### src/rtl/core/lpct_pkg.sv
package lpct_pkg;

	localparam int NUM_SENSORS = 5;
	localparam int SAMPLE_BITS = 10;
	localparam int FIELD_W     = 12;
	localparam int REG_W       = 60;
	localparam int CFG_IDX_W   = 1;

	// datapath widths, sized for 12-bit bias/gain and the sensor count above
	localparam int V_W   = 24;              // one weighted sample
	localparam int M_W   = 26;              // mass
	localparam int A_W   = 28;              // 2*torque - (N+1)*mass
	localparam int MM_W  = M_W - 1;         // |mass|
	localparam int DEN_W = 28;              // (N+1)*|mass|
	localparam int Q_W   = 16;              // quotient bits
	localparam int NUM_W = A_W - 1 + 15 + 1;
	localparam int HI_W  = NUM_W - Q_W;
	localparam int IDX_W = $clog2(NUM_SENSORS);
	localparam int WT_W  = 6;

	localparam logic [CFG_IDX_W-1:0] REG_BIAS = 1'd0;
	localparam logic [CFG_IDX_W-1:0] REG_GAIN = 1'd1;

	localparam logic [REG_W-1:0] BIAS_RESET = 60'h0;
	localparam logic [REG_W-1:0] GAIN_RESET = 60'h0100100100100100;

	typedef enum logic [2:0] {
		MODE_UNDEF   = 3'd0,
		MODE_TRACK   = 3'd1,
		MODE_TRACK_R = 3'd2,
		MODE_TRACK_L = 3'd3,
		MODE_LOST_R  = 3'd4,
		MODE_LOST_L  = 3'd5,
		MODE_LOST    = 3'd6
	} mode_t;

	typedef struct packed {
		logic [SAMPLE_BITS-1:0] sample_4;
		logic [SAMPLE_BITS-1:0] sample_3;
		logic [SAMPLE_BITS-1:0] sample_2;
		logic [SAMPLE_BITS-1:0] sample_1;
		logic [SAMPLE_BITS-1:0] sample_0;
	} in_beat_t;

	typedef struct packed {
		logic [2:0]         track_state;
		logic signed [15:0] vehicle_offset;
	} out_beat_t;

	typedef struct packed {
		logic           done;
		logic           ovf;
		logic [Q_W-1:0] quot;
	} div_rsp_t;

	// position weight of sensor i relative to center, doubled: 2(i+1) - (N+1)
	function automatic logic signed [WT_W-1:0] pos_weight(input logic [IDX_W-1:0] idx);
		logic signed [WT_W-1:0] w;
		w = WT_W'(2 * int'(idx) + 1 - NUM_SENSORS);
		return w;
	endfunction

endpackage

### src/rtl/core/lpct_div.sv
module lpct_div (
	input  logic                        clk,
	input  logic                        arst_n,
	input  logic                        start,
	input  logic [lpct_pkg::HI_W-1:0]   num_hi,
	input  logic [lpct_pkg::Q_W-1:0]    num_lo,
	input  logic [lpct_pkg::DEN_W-1:0]  den,
	output lpct_pkg::div_rsp_t          rsp
);
	import lpct_pkg::*;

	localparam int CNT_W = $clog2(Q_W);

	logic [DEN_W-1:0] rem_q;
	logic [DEN_W-1:0] den_q;
	logic [Q_W-1:0]   lo_q;
	logic [CNT_W-1:0] cnt_q;
	logic             busy_q;
	logic             done_q;
	logic             ovf_q;

	logic [DEN_W:0]   trial;
	logic             fits;
	logic             ovf_now;

	// one restoring step per cycle
	assign trial = {rem_q, lo_q[Q_W-1]};
	assign fits  = trial >= {1'b0, den_q};

	// quotient would need more than Q_W bits
	assign ovf_now = {{(DEN_W - HI_W){1'b0}}, num_hi} >= den;

	always_ff @(posedge clk or negedge arst_n) begin
		if (!arst_n) begin
			busy_q <= 1'b0;
			done_q <= 1'b0;
			ovf_q  <= 1'b0;
			cnt_q  <= '0;
		end else begin
			// one-cycle pulse; an overflowing quotient finishes at launch
			done_q <= start ? ovf_now : (busy_q && cnt_q == CNT_W'(Q_W - 1));
			if (start) begin
				den_q <= den;
				cnt_q <= '0;
				ovf_q <= ovf_now;
				if (!ovf_now) begin
					busy_q <= 1'b1;
					rem_q  <= DEN_W'(num_hi);
					lo_q   <= num_lo;
				end
			end else if (busy_q) begin
				rem_q <= fits ? DEN_W'(trial - {1'b0, den_q}) : trial[DEN_W-1:0];
				lo_q  <= {lo_q[Q_W-2:0], fits};
				cnt_q <= cnt_q + 1'b1;
				if (cnt_q == CNT_W'(Q_W - 1))
					busy_q <= 1'b0;
			end
		end
	end

	assign rsp.done = done_q;
	assign rsp.ovf  = ovf_q;
	assign rsp.quot = lo_q;

	a_done_not_busy: assert property (@(posedge clk) disable iff (!arst_n)
		done_q |-> !busy_q)
		else $error("divider done while busy");

	a_rem_below_den: assert property (@(posedge clk) disable iff (!arst_n)
		busy_q |-> (rem_q < den_q))
		else $error("partial remainder not below divisor");

	a_no_restart: assert property (@(posedge clk) disable iff (!arst_n)
		busy_q |-> !start)
		else $error("divider restarted while busy");

endmodule

### src/rtl/core/line_position_centroid_tracker.sv
// channel  dir  handshake            payload
// in       in   in_valid/in_ready    in_beat_t: sample_0..sample_4
// out      out  out_valid/out_ready  out_beat_t: track_state, vehicle_offset
// cfg      in   cfg_we               cfg_index, cfg_data (no read-back)
//
// A beat is taken only while idle and is worked through before the next: each
// sensor takes a multiply and an add step through the shared multiplier, then
// the beat is classified, the divider is launched, runs its restoring steps and
// the quotient is collected, and the output register is loaded. Centered
// results skip the divider; a saturating quotient is flagged at launch.
// in_ready is high only while idle; the result sits in an output register,
// so the next beat can be taken while the previous result waits. The load
// into the output register stalls only while an older result is unaccepted.
// Reset clears mode to undefined, held offset to zero, gains to 1.0.
module line_position_centroid_tracker (
	input  logic                              clk,
	input  logic                              arst_n,
	input  logic                              in_valid,
	output logic                              in_ready,
	input  lpct_pkg::in_beat_t                in_data,
	output logic                              out_valid,
	input  logic                              out_ready,
	output lpct_pkg::out_beat_t               out_data,
	input  logic                              cfg_we,
	input  logic [lpct_pkg::CFG_IDX_W-1:0]    cfg_index,
	input  logic [lpct_pkg::REG_W-1:0]        cfg_data
);
	import lpct_pkg::*;

	localparam int EDGE_K = 2 * NUM_SENSORS - 3;

	typedef enum logic [2:0] {
		S_IDLE,
		S_MUL,
		S_ADD,
		S_CLASS,
		S_DIVGO,
		S_DIV,
		S_DONE
	} state_t;

	state_t                  state_q;
	logic [REG_W-1:0]        bias_q;
	logic [REG_W-1:0]        gain_q;
	in_beat_t                in_q;
	logic [IDX_W-1:0]        idx_q;
	logic signed [V_W-1:0]   v_q;
	logic signed [M_W-1:0]   mass_q;
	logic signed [A_W-1:0]   a_q;
	logic                    centered_q;
	logic                    right_q;
	logic                    left_q;
	logic                    an_neg_q;
	logic [HI_W-1:0]         num_hi_q;
	logic [Q_W-1:0]          num_lo_q;
	logic [DEN_W-1:0]        den_q;
	mode_t                   mode_q;
	logic signed [15:0]      held_q;
	logic                    out_valid_q;
	out_beat_t               out_q;

	logic [SAMPLE_BITS-1:0]  samp [NUM_SENSORS];
	logic [FIELD_W-1:0]      bias_f [NUM_SENSORS];
	logic [FIELD_W-1:0]      gain_f [NUM_SENSORS];

	logic signed [FIELD_W:0]       diff;
	logic signed [FIELD_W-1:0]     gain_s;
	logic signed [2*FIELD_W:0]     prod_v;
	logic signed [WT_W-1:0]        wt;
	logic signed [V_W+WT_W-1:0]    prod_a;

	logic                    mass_neg;
	logic [MM_W-1:0]         mm;
	logic signed [A_W-1:0]   an;
	logic [A_W-2:0]          abs_a;
	logic signed [A_W+1:0]   two_an;
	logic signed [A_W+1:0]   edge_mm;
	logic [DEN_W-1:0]        den_c;
	logic [NUM_W-1:0]        num_c;

	div_rsp_t                div_rsp;
	logic                    div_start;

	logic                    mag_big;
	logic                    mag_max;
	logic signed [15:0]      off;
	mode_t                   mode_nx;
	logic signed [15:0]      held_nx;
	logic                    out_free;

	always_comb begin
		samp[0] = in_q.sample_0;
		samp[1] = in_q.sample_1;
		samp[2] = in_q.sample_2;
		samp[3] = in_q.sample_3;
		samp[4] = in_q.sample_4;
		for (int i = 0; i < NUM_SENSORS; i++) begin
			bias_f[i] = bias_q[FIELD_W*i +: FIELD_W];
			gain_f[i] = gain_q[FIELD_W*i +: FIELD_W];
		end
	end

	// shared multiplier: (sample - bias) * gain
	assign diff   = $signed({{(FIELD_W + 1 - SAMPLE_BITS){1'b0}}, samp[idx_q]})
	              - $signed({bias_f[idx_q][FIELD_W-1], bias_f[idx_q]});
	assign gain_s = $signed(gain_f[idx_q]);
	assign prod_v = diff * gain_s;
	assign wt     = pos_weight(idx_q);
	assign prod_a = v_q * wt;

	// classification on sign-normalized values
	assign mass_neg = mass_q[M_W-1];
	assign mm       = mass_neg ? MM_W'(-mass_q) : MM_W'(mass_q);
	assign an       = mass_neg ? -a_q : a_q;
	assign abs_a    = a_q[A_W-1] ? (A_W-1)'(-a_q) : (A_W-1)'(a_q);
	assign two_an   = {an[A_W-1], an, 1'b0};
	assign edge_mm  = $signed((A_W + 2)'(mm) * (A_W + 2)'(EDGE_K));
	assign den_c    = DEN_W'(mm * (NUM_SENSORS + 1));
	assign num_c    = {1'b0, abs_a, 15'b0} + NUM_W'(den_c >> 1);

	assign div_start = (state_q == S_DIVGO);

	lpct_div u_div (
		.clk    (clk),
		.arst_n (arst_n),
		.start  (div_start),
		.num_hi (num_hi_q),
		.num_lo (num_lo_q),
		.den    (den_q),
		.rsp    (div_rsp)
	);

	// round-half-away magnitude from divider, then sign and saturate
	assign mag_big = div_rsp.ovf || div_rsp.quot[Q_W-1];
	assign mag_max = mag_big || (div_rsp.quot == 16'h7FFF);
	always_comb begin
		if (!an_neg_q)
			off = mag_big ? -16'sd32768 : -$signed(div_rsp.quot);
		else
			off = mag_max ? 16'sd32767 : $signed(div_rsp.quot);
	end

	always_comb begin
		mode_nx = mode_q;
		held_nx = held_q;
		if (centered_q) begin
			case (mode_q)
				MODE_LOST_R, MODE_LOST_L, MODE_LOST: begin
				end
				MODE_TRACK_R: begin
					mode_nx = MODE_LOST_R;
					held_nx = -16'sd32768;
				end
				MODE_TRACK_L: begin
					mode_nx = MODE_LOST_L;
					held_nx = 16'sd32767;
				end
				default: begin
					mode_nx = MODE_LOST;
					held_nx = 16'sd0;
				end
			endcase
		end else begin
			held_nx = off;
			if (right_q)
				mode_nx = MODE_TRACK_R;
			else if (left_q)
				mode_nx = MODE_TRACK_L;
			else
				mode_nx = MODE_TRACK;
		end
	end

	assign out_free = !out_valid_q || out_ready;

	always_ff @(posedge clk or negedge arst_n) begin
		if (!arst_n) begin
			state_q     <= S_IDLE;
			bias_q      <= BIAS_RESET;
			gain_q      <= GAIN_RESET;
			mode_q      <= MODE_UNDEF;
			held_q      <= '0;
			out_valid_q <= 1'b0;
			idx_q       <= '0;
		end else begin
			if (cfg_we) begin
				case (cfg_index)
					REG_BIAS: bias_q <= cfg_data;
					REG_GAIN: gain_q <= cfg_data;
					default: begin
					end
				endcase
			end
			if (state_q == S_DONE && out_free)
				out_valid_q <= 1'b1;
			else if (out_ready)
				out_valid_q <= 1'b0;
			case (state_q)
				S_IDLE: begin
					if (in_valid) begin
						in_q    <= in_data;
						idx_q   <= '0;
						mass_q  <= '0;
						a_q     <= '0;
						state_q <= S_MUL;
					end
				end
				S_MUL: begin
					v_q     <= V_W'(prod_v);
					state_q <= S_ADD;
				end
				S_ADD: begin
					mass_q <= mass_q + M_W'(v_q);
					a_q    <= a_q + A_W'(prod_a);
					if (idx_q == IDX_W'(NUM_SENSORS - 1)) begin
						state_q <= S_CLASS;
					end else begin
						idx_q   <= idx_q + 1'b1;
						state_q <= S_MUL;
					end
				end
				S_CLASS: begin
					centered_q <= (mass_q == '0) || ({1'b0, abs_a, 1'b0} < (A_W + 1)'(mm));
					right_q    <= two_an >= edge_mm;
					left_q     <= two_an <= -edge_mm;
					an_neg_q   <= an[A_W-1];
					num_hi_q   <= num_c[NUM_W-1:Q_W];
					num_lo_q   <= num_c[Q_W-1:0];
					den_q      <= den_c;
					if ((mass_q == '0) || ({1'b0, abs_a, 1'b0} < (A_W + 1)'(mm)))
						state_q <= S_DONE;
					else
						state_q <= S_DIVGO;
				end
				S_DIVGO: begin
					state_q <= S_DIV;
				end
				S_DIV: begin
					if (div_rsp.done) begin
						held_q  <= off;
						state_q <= S_DONE;
					end
				end
				S_DONE: begin
					if (out_free) begin
						mode_q               <= mode_nx;
						held_q               <= held_nx;
						out_q.track_state    <= mode_nx;
						out_q.vehicle_offset <= held_nx;
						state_q              <= S_IDLE;
					end
				end
				default: state_q <= S_IDLE;
			endcase
		end
	end

	assign in_ready  = (state_q == S_IDLE);
	assign out_valid = out_valid_q;
	assign out_data  = out_q;

	a_div_to_done: assert property (@(posedge clk) disable iff (!arst_n)
		(state_q == S_DIV && div_rsp.done) |=> (state_q == S_DONE))
		else $error("divider result not picked up");

	a_no_undef_out: assert property (@(posedge clk) disable iff (!arst_n)
		out_valid_q |-> (out_q.track_state != MODE_UNDEF))
		else $error("result carries undefined mode");

	a_lost_right_hold: assert property (@(posedge clk) disable iff (!arst_n)
		(out_valid_q && out_q.track_state == MODE_LOST_R)
			|-> (out_q.vehicle_offset == -16'sd32768))
		else $error("lost right without full negative offset");

	a_idx_range: assert property (@(posedge clk) disable iff (!arst_n)
		(state_q == S_MUL || state_q == S_ADD) |-> (idx_q < IDX_W'(NUM_SENSORS)))
		else $error("sensor index out of range");

endmodule
### config.mk
export PLATFORM = sky130hd
export DESIGN_NAME = line_position_centroid_tracker
export DESIGN_NICKNAME = d
export VERILOG_FILES = /design/src/rtl/core/lpct_pkg.sv /design/src/rtl/core/lpct_div.sv /design/src/rtl/core/line_position_centroid_tracker.sv
export SDC_FILE = /design/constraint.sdc
export NUM_CORES = 2
export LEC_CHECK = 0
export ABC_CLOCK_PERIOD_IN_PS = 16300
export BUFFER_PORTS_ARGS = -buffer_cell sky130_fd_sc_hd__buf_4
export CORE_MARGIN = 3
export CORE_UTILIZATION = 28
export CTS_CLUSTER_DIAMETER = 40
export DETAILED_ROUTE_END_ITERATION = 10
export GPL_ROUTABILITY_DRIVEN = 1
export RECOVER_POWER = 100
export SLEW_MARGIN = 20
export SYNTH_ARGS = -nofsm -noshare
export SYNTH_HDL_FRONTEND = slang
export SYNTH_HIERARCHICAL = 1
export SYNTH_SLANG_ARGS = --single-unit
### constraint.sdc
create_clock -name clk -period 16.3 [get_ports clk]
set_input_delay 0.815 -clock clk [delete_from_list [all_inputs] [get_ports clk]]
set_output_delay 0.815 -clock clk [all_outputs]
set_load 0.005 [all_outputs]
==> impl_metrics.csv <==
group,metric,value,unit
synthesis,ys_top_cells_by_count,"inv_1, ha_1, nand2_1, edfxtp_1, nor2_1",
status,outcome,"complete, but fails checks",
detailed_routing,firstDrtPassIters,5,
placed_design,io_buffers,136,
sta,max_slew_margin,-189,%
worst_setup_path,max_stage_delay,2.05,ns
placed_design,place_congestion,0.893,
worst_setup_path,cp.required,16.65,ns
synthesis,synth_cells,3891,
worst_setup_path,worstPathMaxFanout,55,
synthesis,yosys.area.top_type,"edfxtp_1",
worst_setup_path,crit_type,"flop to flop",
detailed_routing,antenna_left,0,
clock_network,cts_tree,"yes",
worst_setup_path,crit_family,"adder cells",
worst_setup_path,r2r_cells,32,
worst_setup_path,cp.depth,32,
die,dieArea,142000,um^2
worst_setup_path,reg2reg_setup_slack,4.63,ns
grt,grt_util_met2,22.2,%
sta,setup_viol,0,
sta,tightest_slew,4.33,ns
clock_network,clk_latency,0.63,ns
detailed_routing,dr_total_vias,27900,
die,coreArea,136000,um^2
synthesis,async_flop_share,35.7,%
sta,min_period,11.67,ns
grt,met1_usage,17.2,%
grt,grt_pass1_wl,149000,um
grt,grt_pass1_vias,27900,
clock_network,clock_tree.root_cell,"clkbuf_16",
synthesis,synth.area.top_cells,"edfxtp_1, fa_1, ha_1, dfrtp_1, xnor2_1",
sta,fin_crit_sh,71.6,%
job,max_cap_viol_count,16,
synthesis,ys_seq_area_share,31.5,%
synthesis,synth_top_family_by_area,"adder cells",
placed_design,dpl_worst_slack,6.68,ns
detailed_routing,wl,93700,um
synthesis,synthMuxAreaShare,6.35,%
worst_setup_path,critical_path.most_common_cell,"fa_1",
synthesis,yosysMostFrequentCell,"inv_1",
sta,fin_skew,0.0224,ns
layout,fin_nets,4719,
grt,grt.overflow.total,0,
sta,rsz0062_at_grt,"no",
synthesis,syn_area,38500,um^2
die,io_pins,137,
worst_setup_path,r2r-start,"idx_q[0]",
worst_setup_path,rr_endpoint,"v_q[23]",
clock_network,cts.sinks,429,
layout,drive_above_1_share,11.2,%
sta,hold_viol_final,0,
clock_network,numCtsBuffers,67,
hold_path,min_to,"idx_q[2]",
clock_network,post_cts_resized,0,
worst_setup_path,crit_arrival,12.02,ns
grt,grt_max_degree,83,
synthesis,synth_compound_area_share,11.8,%
die,chipHeight,377,um
worst_setup_path,cp_num_buf_inv,3,
detailed_routing,avgRoutedWirePerCell,16.1,um
synthesis,ys_ff_latch,429,
die,rows,135,
synthesis,synth_cell_type_count,92,
layout,fin_util,32.1,%
sta,drv_slew,859,
synthesis,synth_xor_xnor_area_share,6.61,%
die,start_util,28.3,%
sta,fin_ws,4.63,ns
synthesis,synth.avg_cell_area,9.90,um^2
sta,fmax,0.0857,GHz
detailed_routing,first_iter_violations,1545,
sta,finalSetupTns,0,ns
grt,antenna_found_initial,0,
synthesis,synth_edf_count,276,
synthesis,synth_simple_gate_area_share,13.5,%
die,die-width,377,um
worst_setup_path,cp-start-kind,"flop",
worst_setup_path,slowest_stage,"clkbuf_1",
grt,grt_usage,13.0,%
worst_setup_path,worst_setup_path_end_kind,"flop",
synthesis,yosys_warnings,6,
status,violations,"capacitance limit, slew limit",
synthesis,synthFlopType,"edfxtp_1",
grt,top_usage_layer,"met2",
grt,grt_util_met3,1.87,%
clock_network,clock_path_buffers,3,
synthesis,synth_fa_ha_area_share,24.7,%
layout,area_growth,13.4,%
synthesis,yosysTopAreaCellShare,21.5,%
hold_path,min_from,"in_valid",
clock_network,cts.clk_slew.worst_paths,0.05,ns
hold_path,hold_class,"input pin to flop",
detailed_routing,drc,0,
placed_design,detailed_place_hpwl,73900,um
detailed_routing,via_per_inst,4.79,
clock_network,htreeDepth,3,
hold_path,hold_depth,2,
[flip-flops by register name, summed over array words and instances (netlist names), 3 cells and up]
signal,flops
a_q,27
bias_q,60
den_q,12
gain_q,60
held_q,16
idx_q,3
in_q,50
mass_q,26
mode_q,3
num_hi_q,27
num_lo_q,15
out_data,19
state_q,3
u_div/cnt_q,4
u_div/den_q,28
u_div/lo_q,16
u_div/rem_q,28
v_q,24
[final cells by class]
cell class | instances | area [um^2]
Inverter | 416 | 1560
Antenna cell | 1 | 2.50
Fill cell | 13900 | 92300
Multi-Input combinational cell | 2904 | 24300
Clock buffer | 74 | 1750
Tap cell | 1781 | 2230
Clock inverter | 49 | 497
Timing Repair Buffer | 176 | 1230
Sequential cell | 429 | 12100
[metal layers]
layer  wire length [um]  vias up
li1                   -    13600
met2              45600      481
met5                  0        -
met1              42900    13700
met3               3230      111
met4               1950        0
[worst register-to-register path: cells and delay by family (launching register included)]
kind | cells | cell delay (ns)
DFF | 1 | 1.61
and+or+nand+nor | 3 | 0.50
xor gates and xnor gates | 2 | 0.79
AOI/OAI and AO/OA | 16 | 2.98
muxes | 1 | 0.30
buffers and inverters | 3 | 2.17
adders and majority gates | 7 | 3.06
[layout by cell type, fill, tap and decap left out, drive strengths merged, types with 159 or more instances in the layout]
cell / n
xnor2: 188
clkbuf: 164
nand2: 312
ha: 362
a21oi: 203
nor2: 269
fa: 247
o21ai: 159
inv: 429
edfxtp: 276
[logic make-up after synthesis]
kind of cell               Yosys count
and+or+nand+nor                   1074
DFF                                429
muxes                              227
xor gates and xnor gates           283
other                                2
buffers and inverters              559
adders and majority gates          613
AOI/OAI and AO/OA                  704
[how the worst max path moves through the flow]
stage              from  endpoint  slack (ns)
4_1_cts        idx_q[0]   v_q[23]        6.63
6_report       idx_q[0]   v_q[23]        4.63
3_5_place_dp   idx_q[0]   v_q[23]        6.68
3_3_place_gp   idx_q[0]   v_q[23]        6.88
5_1_grt        idx_q[0]   v_q[23]        3.30
2_1_floorplan  idx_q[0]   v_q[23]        7.09
[what timing repair did]
action	4_1_cts	5_1_grt
endpoints found under the hold margin	5	0
buffers inserted	0	0
hold buffers	1	0
endpoints found under the setup margin	0	0
[through the flow]
stage	hold slack (ns)	instances	instance area [um^2]
3_3_place_gp	0.433	5705	41600
4_1_cts	0.302	5829	43800
3_5_place_dp	0.436	5705	41600
5_1_grt	0.338	5829	43700
6_report	0.375	5830	43700
2_1_floorplan	0.426	3892	38500
Power is left out: the tool's default activity adds up to more than one toggle a clock period on the data nets, which glitch-free logic cannot reach.
